`src/rtl/core/dss_pkg.sv`:
```
// Shared types and codes for the two-stacks-in-one-array block.
// Used by the front decoder, the request queue, the back end and the top level.
package dss_pkg;

  localparam int DATA_W = 32;
  localparam int KIND_W = 3;
  localparam int STAT_W = 3;

  // Request kinds as they arrive on the input stream
  localparam logic [KIND_W-1:0] KIND_PUSH_LO = 3'd0;
  localparam logic [KIND_W-1:0] KIND_POP_LO  = 3'd1;
  localparam logic [KIND_W-1:0] KIND_PUSH_HI = 3'd2;
  localparam logic [KIND_W-1:0] KIND_POP_HI  = 3'd3;
  localparam logic [KIND_W-1:0] KIND_DUMP_LO = 3'd4;
  localparam logic [KIND_W-1:0] KIND_DUMP_HI = 3'd5;

  // Result status codes
  localparam logic [STAT_W-1:0] ST_PUSHED    = 3'd0;
  localparam logic [STAT_W-1:0] ST_POPPED    = 3'd1;
  localparam logic [STAT_W-1:0] ST_OVERFLOW  = 3'd2;
  localparam logic [STAT_W-1:0] ST_UNDERFLOW = 3'd3;
  localparam logic [STAT_W-1:0] ST_ELEMENT   = 3'd4;
  localparam logic [STAT_W-1:0] ST_EMPTY     = 3'd5;

  // Decoded operation carried from front to back
  typedef enum logic [2:0] {
    OP_PUSH_LO,
    OP_POP_LO,
    OP_PUSH_HI,
    OP_POP_HI,
    OP_DUMP_LO,
    OP_DUMP_HI
  } op_t;

  typedef struct packed {
    op_t               op;
    logic [DATA_W-1:0] value;
  } cmd_t;

  // Write side of the request queue
  typedef struct packed {
    logic valid;
    cmd_t cmd;
  } qwr_t;

endpackage

```
`src/rtl/core/dss_ram.sv`:
```
// Generic single-write, single-read RAM with registered read data.
// No dependencies.
module dss_ram #(
  parameter int WIDTH = 32,
  parameter int DEPTH = 16
) (
  input  logic                     clk,
  input  logic                     wr_en,
  input  logic [$clog2(DEPTH)-1:0] wr_addr,
  input  logic [WIDTH-1:0]         wr_data,
  input  logic                     rd_en,
  input  logic [$clog2(DEPTH)-1:0] rd_addr,
  output logic [WIDTH-1:0]         rd_data
);

  logic [WIDTH-1:0] mem [DEPTH];

  // Write port
  always_ff @(posedge clk) begin
    if (wr_en) begin
      mem[wr_addr] <= wr_data;
    end
  end

  // Registered read port; data holds while rd_en is low
  always_ff @(posedge clk) begin
    if (rd_en) begin
      rd_data <= mem[rd_addr];
    end
  end

endmodule

```
`src/rtl/core/dss_front.sv`:
```
// Front end: accepts requests from the input stream and decodes the kind.
// Depends on dss_pkg; feeds dss_queue.
module dss_front
  import dss_pkg::*;
(
  input  logic              clk,
  input  logic              rst,
  input  logic              in_valid,
  output logic              in_ready,
  input  logic [KIND_W-1:0] in_kind,
  input  logic [DATA_W-1:0] in_value,
  output qwr_t              qwr,
  input  logic              q_ready
);

  op_t  op;
  logic op_ok;
  logic drops;

  // Decode kind; unknown kinds are taken and dropped
  always_comb begin
    op    = OP_PUSH_LO;
    op_ok = 1'b1;
    unique case (in_kind)
      KIND_PUSH_LO: op = OP_PUSH_LO;
      KIND_POP_LO:  op = OP_POP_LO;
      KIND_PUSH_HI: op = OP_PUSH_HI;
      KIND_POP_HI:  op = OP_POP_HI;
      KIND_DUMP_LO: op = OP_DUMP_LO;
      KIND_DUMP_HI: op = OP_DUMP_HI;
      default:      op_ok = 1'b0;
    endcase
  end

  assign in_ready      = q_ready;
  assign qwr.valid     = in_valid && op_ok;
  assign qwr.cmd.op    = op;
  assign qwr.cmd.value = in_value;

  // Flag dropped requests cycle by cycle, only for the check below
  assign drops = in_valid && in_ready && !op_ok;

  // A dropped request never reaches the queue
  assert property (@(posedge clk) disable iff (rst) drops |-> !qwr.valid)
    else $error("dss_front: unknown kind forwarded");

  // Anything forwarded carries a legal kind
  assert property (@(posedge clk) disable iff (rst)
    qwr.valid |-> (in_kind == KIND_PUSH_LO || in_kind == KIND_POP_LO ||
                   in_kind == KIND_PUSH_HI || in_kind == KIND_POP_HI ||
                   in_kind == KIND_DUMP_LO || in_kind == KIND_DUMP_HI))
    else $error("dss_front: illegal kind forwarded");

  // Forwarding only happens with the input valid
  assert property (@(posedge clk) disable iff (rst) qwr.valid |-> in_valid)
    else $error("dss_front: forward without input");

endmodule

```
`src/rtl/core/dss_queue.sv`:
```
// Two-entry request queue between the front and back ends.
// Depends on dss_pkg.
module dss_queue
  import dss_pkg::*;
(
  input  logic clk,
  input  logic rst,
  input  qwr_t qwr,
  output logic wr_ready,
  output logic rd_valid,
  output cmd_t rd_cmd,
  input  logic rd_take
);

  cmd_t       slots [2];
  logic       wr_ptr;
  logic       rd_ptr;
  logic [1:0] count;
  logic       do_wr;
  logic       do_rd;

  assign wr_ready = (count != 2'd2);
  assign rd_valid = (count != 2'd0);
  assign rd_cmd   = slots[rd_ptr];
  assign do_wr    = qwr.valid && wr_ready;
  assign do_rd    = rd_take && rd_valid;

  // Store payload
  always_ff @(posedge clk) begin
    if (do_wr) begin
      slots[wr_ptr] <= qwr.cmd;
    end
  end

  // Advance pointers and fill count
  always_ff @(posedge clk) begin
    if (rst) begin
      wr_ptr <= 1'b0;
      rd_ptr <= 1'b0;
      count  <= 2'd0;
    end else begin
      if (do_wr) wr_ptr <= !wr_ptr;
      if (do_rd) rd_ptr <= !rd_ptr;
      case ({do_wr, do_rd})
        2'b10:   count <= count + 2'd1;
        2'b01:   count <= count - 2'd1;
        default: count <= count;
      endcase
    end
  end

  // Fill count never exceeds two entries
  assert property (@(posedge clk) disable iff (rst) count != 2'd3)
    else $error("dss_queue: count overrun");

  // Pointers differ exactly when one entry is held
  assert property (@(posedge clk) disable iff (rst)
    (count == 2'd1) == (wr_ptr != rd_ptr))
    else $error("dss_queue: pointer mismatch");

  // A take only happens on a non-empty queue
  assert property (@(posedge clk) disable iff (rst) rd_take |-> rd_valid)
    else $error("dss_queue: take from empty queue");

endmodule

```
`src/rtl/core/dss_back.sv`:
```
// Back end: stack counters, shared RAM, read sequencer and output register.
// Depends on dss_pkg and dss_ram.
module dss_back
  import dss_pkg::*;
#(
  parameter int DEPTH = 16
) (
  input  logic              clk,
  input  logic              rst,
  input  logic              q_valid,
  input  cmd_t              q_cmd,
  output logic              q_take,
  output logic              out_valid,
  input  logic              out_ready,
  output logic [STAT_W-1:0] out_status,
  output logic [DATA_W-1:0] out_data,
  output logic              out_last
);

  localparam int AW = $clog2(DEPTH);
  localparam int CW = $clog2(DEPTH + 1);
  localparam logic [CW-1:0] DEPTH_C  = CW'(DEPTH);
  localparam logic [CW-1:0] DEPTH_M1 = CW'(DEPTH - 1);
  localparam logic [CW:0]   DEPTH_S  = (CW + 1)'(DEPTH);

  typedef enum logic [1:0] {
    S_IDLE = 2'b01,
    S_RD   = 2'b10
  } state_t;

  state_t            state, state_next;
  logic [CW-1:0]     low_cnt, high_cnt;
  logic [CW-1:0]     low_cnt_next, high_cnt_next;
  logic              is_dump, is_dump_next;
  logic              dump_hi, dump_hi_next;
  logic [CW-1:0]     dump_idx, dump_idx_next;
  logic [CW-1:0]     dump_cnt, dump_cnt_next;

  logic              out_free;
  logic              out_load;
  logic [STAT_W-1:0] load_status;
  logic [DATA_W-1:0] load_data;
  logic              load_last;

  logic              full;
  logic [CW:0]       fill;
  logic              wr_en;
  logic [AW-1:0]     wr_addr;
  logic              rd_en;
  logic [AW-1:0]     rd_addr;
  logic [DATA_W-1:0] rd_data;
  logic              elem_last;
  logic [CW-1:0]     idx_inc;

  assign out_free  = !out_valid || out_ready;
  assign fill      = {1'b0, low_cnt} + {1'b0, high_cnt};
  assign full      = (fill >= DEPTH_S);
  assign idx_inc   = dump_idx + CW'(1);
  assign elem_last = (idx_inc == dump_cnt);

  dss_ram #(
    .WIDTH(DATA_W),
    .DEPTH(DEPTH)
  ) u_ram (
    .clk    (clk),
    .wr_en  (wr_en),
    .wr_addr(wr_addr),
    .wr_data(q_cmd.value),
    .rd_en  (rd_en),
    .rd_addr(rd_addr),
    .rd_data(rd_data)
  );

  // Sequence one request: execute push/pop, issue reads, walk dumps
  always_comb begin
    state_next    = state;
    low_cnt_next  = low_cnt;
    high_cnt_next = high_cnt;
    is_dump_next  = is_dump;
    dump_hi_next  = dump_hi;
    dump_idx_next = dump_idx;
    dump_cnt_next = dump_cnt;
    q_take        = 1'b0;
    out_load      = 1'b0;
    load_status   = ST_PUSHED;
    load_data     = '0;
    load_last     = 1'b1;
    wr_en         = 1'b0;
    wr_addr       = low_cnt[AW-1:0];
    rd_en         = 1'b0;
    rd_addr       = '0;

    unique case (state)
      S_IDLE: begin
        if (q_valid && out_free) begin
          q_take = 1'b1;
          unique case (q_cmd.op)
            OP_PUSH_LO: begin
              out_load = 1'b1;
              if (full) begin
                load_status = ST_OVERFLOW;
              end else begin
                wr_en        = 1'b1;
                wr_addr      = low_cnt[AW-1:0];
                low_cnt_next = low_cnt + CW'(1);
              end
            end
            OP_PUSH_HI: begin
              out_load = 1'b1;
              if (full) begin
                load_status = ST_OVERFLOW;
              end else begin
                wr_en         = 1'b1;
                wr_addr       = AW'(DEPTH_M1 - high_cnt);
                high_cnt_next = high_cnt + CW'(1);
              end
            end
            OP_POP_LO: begin
              if (low_cnt == '0) begin
                out_load    = 1'b1;
                load_status = ST_UNDERFLOW;
              end else begin
                rd_en        = 1'b1;
                rd_addr      = AW'(low_cnt - CW'(1));
                low_cnt_next = low_cnt - CW'(1);
                is_dump_next = 1'b0;
                state_next   = S_RD;
              end
            end
            OP_POP_HI: begin
              if (high_cnt == '0) begin
                out_load    = 1'b1;
                load_status = ST_UNDERFLOW;
              end else begin
                rd_en         = 1'b1;
                rd_addr       = AW'(DEPTH_C - high_cnt);
                high_cnt_next = high_cnt - CW'(1);
                is_dump_next  = 1'b0;
                state_next    = S_RD;
              end
            end
            OP_DUMP_LO: begin
              if (low_cnt == '0) begin
                out_load    = 1'b1;
                load_status = ST_EMPTY;
              end else begin
                rd_en         = 1'b1;
                rd_addr       = '0;
                is_dump_next  = 1'b1;
                dump_hi_next  = 1'b0;
                dump_idx_next = '0;
                dump_cnt_next = low_cnt;
                state_next    = S_RD;
              end
            end
            OP_DUMP_HI: begin
              if (high_cnt == '0) begin
                out_load    = 1'b1;
                load_status = ST_EMPTY;
              end else begin
                rd_en         = 1'b1;
                rd_addr       = AW'(DEPTH_M1);
                is_dump_next  = 1'b1;
                dump_hi_next  = 1'b1;
                dump_idx_next = '0;
                dump_cnt_next = high_cnt;
                state_next    = S_RD;
              end
            end
            default: q_take = 1'b1;
          endcase
        end
      end
      S_RD: begin
        if (out_free) begin
          out_load  = 1'b1;
          load_data = rd_data;
          if (is_dump) begin
            load_status = ST_ELEMENT;
            load_last   = elem_last;
            if (elem_last) begin
              state_next = S_IDLE;
            end else begin
              rd_en         = 1'b1;
              rd_addr       = dump_hi ? AW'(DEPTH_M1 - idx_inc) : idx_inc[AW-1:0];
              dump_idx_next = idx_inc;
            end
          end else begin
            load_status = ST_POPPED;
            state_next  = S_IDLE;
          end
        end
      end
      default: state_next = S_IDLE;
    endcase
  end

  // Control registers
  always_ff @(posedge clk) begin
    if (rst) begin
      state     <= S_IDLE;
      low_cnt   <= '0;
      high_cnt  <= '0;
      out_valid <= 1'b0;
    end else begin
      state    <= state_next;
      low_cnt  <= low_cnt_next;
      high_cnt <= high_cnt_next;
      if (out_load) begin
        out_valid <= 1'b1;
      end else if (out_ready) begin
        out_valid <= 1'b0;
      end
    end
  end

  // Payload and dump bookkeeping
  always_ff @(posedge clk) begin
    is_dump  <= is_dump_next;
    dump_hi  <= dump_hi_next;
    dump_idx <= dump_idx_next;
    dump_cnt <= dump_cnt_next;
    if (out_load) begin
      out_status <= load_status;
      out_data   <= load_data;
      out_last   <= load_last;
    end
  end

  // The two stacks never hold more than the array
  assert property (@(posedge clk) disable iff (rst) fill <= DEPTH_S)
    else $error("dss_back: stacks overlap");

  // A write only lands when there is room
  assert property (@(posedge clk) disable iff (rst) wr_en |-> !full)
    else $error("dss_back: write into full array");

  // A dump walk stays inside the stack it started on
  assert property (@(posedge clk) disable iff (rst)
    (state == S_RD && is_dump) |-> (dump_idx < dump_cnt))
    else $error("dss_back: dump index past stack");

  // A new result is never loaded over one still waiting
  assert property (@(posedge clk) disable iff (rst) out_load |-> out_free)
    else $error("dss_back: result overwritten");

  // A request is taken only from idle
  assert property (@(posedge clk) disable iff (rst) q_take |-> state == S_IDLE)
    else $error("dss_back: request taken while busy");

endmodule

```
`src/rtl/core/dual_stack_shared_array.sv`:
```
// Top level of the two-stacks-in-one-array block.
// Depends on dss_pkg, dss_front, dss_queue, dss_back (and dss_ram below it).
//
//   channel   direction  handshake          payload
//   s_*       in         s_tvalid/s_tready  tuser = kind, tdata = push_value
//   m_*       out        m_tvalid/m_tready  tuser = status, tdata = data_out, tlast = last
//
// Requests pass the decoder into a two-entry queue; the back end takes one request
// at a time: push, failed pop and empty dump finish in idle, a pop makes one RAM
// read with registered data, and a dump of n elements makes one RAM read each.
// Synchronous active-high reset clears the stack counts; the RAM is not cleared.
// The output register reloads in the cycle its result is taken, so results stream
// while m_tready holds.
module dual_stack_shared_array
  import dss_pkg::*;
#(
  parameter int DEPTH = 16
) (
  input  logic              clk,
  input  logic              rst,
  input  logic              s_tvalid,
  output logic              s_tready,
  input  logic [7:0]        s_tuser,   // [2:0] kind, [7:3] zero
  input  logic [DATA_W-1:0] s_tdata,   // [31:0] push_value
  output logic              m_tvalid,
  input  logic              m_tready,
  output logic [7:0]        m_tuser,   // [2:0] status, [7:3] zero
  output logic [DATA_W-1:0] m_tdata,   // [31:0] data_out
  output logic              m_tlast
);

  qwr_t              qwr;
  logic              q_ready;
  logic              q_valid;
  cmd_t              q_cmd;
  logic              q_take;
  logic [STAT_W-1:0] status;

  dss_front u_front (
    .clk     (clk),
    .rst     (rst),
    .in_valid(s_tvalid),
    .in_ready(s_tready),
    .in_kind (s_tuser[KIND_W-1:0]),
    .in_value(s_tdata),
    .qwr     (qwr),
    .q_ready (q_ready)
  );

  dss_queue u_queue (
    .clk     (clk),
    .rst     (rst),
    .qwr     (qwr),
    .wr_ready(q_ready),
    .rd_valid(q_valid),
    .rd_cmd  (q_cmd),
    .rd_take (q_take)
  );

  dss_back #(
    .DEPTH(DEPTH)
  ) u_back (
    .clk       (clk),
    .rst       (rst),
    .q_valid   (q_valid),
    .q_cmd     (q_cmd),
    .q_take    (q_take),
    .out_valid (m_tvalid),
    .out_ready (m_tready),
    .out_status(status),
    .out_data  (m_tdata),
    .out_last  (m_tlast)
  );

  assign m_tuser = {{(8 - STAT_W){1'b0}}, status};

endmodule

```
`config.mk`:
```
export PLATFORM = sky130hd
export DESIGN_NAME = dual_stack_shared_array
export DESIGN_NICKNAME = d
export VERILOG_FILES = /design/src/rtl/core/dss_pkg.sv /design/src/rtl/core/dss_ram.sv /design/src/rtl/core/dss_front.sv /design/src/rtl/core/dss_queue.sv /design/src/rtl/core/dss_back.sv /design/src/rtl/core/dual_stack_shared_array.sv
export SDC_FILE = /design/constraint.sdc
export NUM_CORES = 1
export LEC_CHECK = 0
export ABC_AREA = 1
export BUFFER_PORTS_ARGS = -buffer_cell sky130_fd_sc_hd__clkbuf_2
export CORE_MARGIN = 2
export CORE_UTILIZATION = 62
export CTS_CLUSTER_DIAMETER = 200
export CTS_CLUSTER_SIZE = 28
export DETAILED_ROUTE_END_ITERATION = 7
export PLACE_DENSITY_LB_ADDON = 0.2
export SETUP_SLACK_MARGIN = 0.5
export SKIP_CTS_REPAIR_TIMING = 1
export SLEW_MARGIN = 25
export SYNTH_ARGS = -nofsm -noshare
export SYNTH_HDL_FRONTEND = slang
export SYNTH_SLANG_ARGS = --single-unit
```
`constraint.sdc`:
```
create_clock -name clk -period 5.53 [get_ports clk]
set_input_delay 0 -clock clk [delete_from_list [all_inputs] [get_ports clk]]
set_output_delay 0 -clock clk [all_outputs]
set_load 0.005 [all_outputs]
```
==> results.py <==
metrics = {
    "cells_and_area": {
        "area_growth_pct": 7.08,
        "antenna_cells": 0,
        "drive_above_1_share": 0.0839,
        "final_core_util": 0.671,
        "nNetsFinal": 2723,
    },
    "yosys": {
        "ys_seq_area_frac": 0.679,
        "synth_cells": 2621,
        "syn_area_um2": 29800,
        "ys_types": 35,
        "syn_area_per_cell_um2": 11.4,
        "yosys.area.top_type": "edfxtp_1",
        "synth_edf_count": 662,
        "yosysTopAreaCellShare": 0.667,
        "ys_async_sr_fraction": 0,
        "yosys-top-cells-area": "edfxtp_1 (67%), nand3_1 (11%), inv_1 (5.7%)",
        "synth-seq-cells": 680,
        "yosys_warnings": 0,
        "synth_top_flop_cell": "edfxtp_1",
    },
    "sta": {
        "fin_skew_ps": 25.2,
        "slew-limit-headroom": 0.277,
        "tightestPinTransition_ps": 1080,
        "period_minus_slack_ps": 4400,
        "setup-tns-final_ps": 0,
        "timing.final.crit_share": 0.796,
        "rsz0062_at_grt": "no",
        "hold_viol_final": 0,
        "fmax_mhz": 227,
        "slew_violations": 0,
        "finalSetupViolations": 0,
    },
    "pwr": {
        "total_leakage_power_nw": 12.6,
        "power_density_nw_per_um2": 381,
        "vdd_drop_max_mv": 0.661,
    },
    "route": {
        "detail_route.wl_per_cell_um": 21.4,
        "antenna_left": 0,
        "routed_wl_um": 70200,
        "drt_iter0_drc": 2243,
        "route.detailed.drc": 0,
        "dr_total_vias": 19400,
        "firstDrtPassIters": 7,
        "drt-vias-per-instance": 5.90,
    },
    "worst_setup_path": {
        "start_kind": "flip-flop",
        "cp_max_fo": 66,
        "cp-end-kind": "flip-flop",
        "crit_required_ps": 5870,
        "cp.arrival_ps": 4740,
        "path_class": "reg2reg",
        "reg2regPathDepth": 15,
    },
    "clock_tree": {
        "clock_path_buffers": 3,
        "clkTransAtPathRegs_ps": 110,
        "cts_tree": "built",
        "clockRootBuffer": "clkbuf_16",
        "clock-sinks": 680,
        "clk_latency_ps": 610,
        "cts_max_level": 1,
        "cts_made_buffers": 28,
    },
    "global_routing": {
        "grt_overflow": 0,
        "grt_pass1_vias": 18800,
        "antenna_found_initial": 0,
        "grt_use_total": 0.282,
        "grt_pass1_wl_um": 107000,
        "grt_max_degree": 170,
    },
    "placement": {
        "routabilityCongestion": 0.864,
        "port_buffers": 76,
        "hpwlAfterDp_um": 36800,
    },
    "die": {
        "rows": 80,
        "core_um2": 47500,
        "die_h_um": 223,
        "initial_utilization": 0.627,
        "die_w_um": 223,
        "die_area_um2": 49800,
        "ios": 87,
    },
    "worst_hold_path": {
        "hold_path_depth": 2,
        "hold_class": "in2reg",
    },
    "status": {
        "status": "complete, no violations",
    },
    "job": {
        "maxCapViolCount": 0,
    },
}
[per-stage QoR]
| step | instances | instance area, µm² | hold WS (ps) | worst slack [ps] | power [mW] |
|---|---|---|---|---|---|
| final | 3285 | 31900 | 114 | 1130 | 12.2 |
| after detailed placement | 3206 | 30700 | 193 | 1180 | 9.75 |
| after CTS | 3246 | 31500 | -446 | 1170 | 12.1 |
| after global routing | 3285 | 31900 | 119 | 793 | 12.7 |
| after floorplan | 2625 | 29800 | 69.1 | 893 | 8.70 |
| after global placement | 3206 | 30700 | 188 | 1280 | 9.66 |
[sequential cells by signal, summed over array words and instances, names as in the netlist, 2 cells and up, named ones only]
register	flops
u_back.out_data	32
u_back.u_ram.rd_data	32
u_back.dump_idx	5
u_queue.slots	70
u_back.state	2
u_back.u_ram.mem	512
u_back.out_status	3
u_back.dump_cnt	5
u_queue.count	2
u_back.high_cnt	5
u_back.low_cnt	5
[cells in the final DEF, fill, tap and decap left out, drive strengths merged]
| cell type | n |
|---|---|
| o31ai | 1 |
| ha | 18 |
| o211ai | 3 |
| nand3b | 161 |
| edfxtp | 662 |
| buf | 43 |
| xnor2 | 4 |
| fa | 1 |
| dlygate4sd3 | 39 |
| nor3 | 5 |
| or3 | 1 |
| mux2 | 32 |
| inv | 457 |
| or2 | 2 |
| a21oi | 28 |
| nand2 | 300 |
| conb | 5 |
| clkbuf | 115 |
| nor2 | 90 |
| a21o | 1 |
| o22ai | 1 |
| nand3 | 638 |
| xor2 | 6 |
| clkinv | 1 |
| dfxtp | 18 |
| a211oi | 1 |
| nand4 | 4 |
| o21ai | 33 |
[report_power, final]
part / switching (mW) / internal, mW / total [mW]
Combinational: 2.33 / 0.707 / 3.04
Sequential: 0.176 / 6.48 / 6.65
Clock: 1.48 / 0.977 / 2.46
Total: 3.99 / 8.16 / 12.2
[cells by family after synthesis]
family,share of synthesized area
adder cells (fa/ha/maj),0.00823
multiplexers,0.0121
other,0.000126
flip-flops,0.679
XOR/XNOR,0.00294
AO/OA/AOI/OAI,0.0125
AND/OR/NAND/NOR,0.200
buffers and inverters,0.0849
[cell type report]
type,count,area [µm²]
multi-input combinational,1335,7240
timing repair buffer,158,1140
tap,615,769
fill,3412,15600
clock inverter,1,20.0
inverter,457,1720
sequential,680,20200
clock buffer,39,763
[synth_stat cells, types with 5 or more instances]
cell / count
a21oi_1: 26
buf_1: 9
buf_2: 51
buf_4: 31
buf_6: 8
clkbuf_1: 54
dfxtp_1: 18
edfxtp_1: 662
ha_1: 18
inv_1: 453
mux2_2: 32
nand2_1: 297
nand3_1: 638
nand3b_1: 161
nor2_1: 86
nor3_1: 5
o21ai_0: 29
xor2_1: 6
[worst paths after layout]
kind | from | end | slack [ps]
hold / removal | s_tdata[0] | u_queue.slots[0][0] | 110
setup reg to reg | flip-flop | u_back.u_ram.rd_data[11] | 1130
setup / recovery | flip-flop | u_back.u_ram.rd_data[11] | 1130
hold reg to reg | u_back.state[1] | u_back.state[1] | 510
[worst max-delay path, stage by stage (launching register included)]
cell,delay [ps]
dfxtp_2,640
buf_4,440
nand2_1,120
o21ai_2,100
nand2_1,130
nor2_2,380
nand2_1,190
nand3_1,130
nand2_1,130
nand2_1,170
nand2_4,530
buf_4,590
nand3_1,170
nand3_1,100
nand3_1,110
nand2_1,150
[layer usage]
metal / vias up / part of all wire / global-route usage
met4: 0 / 0.031 / 0.0970
met2: 960 / 0.48 / 0.477
met5: - / 0 / 0
met3: 151 / 0.086 / 0.0279
met1: 9314 / 0.40 / 0.388
li1: 8970 / - / -
(Power assumes the default switching activity.)
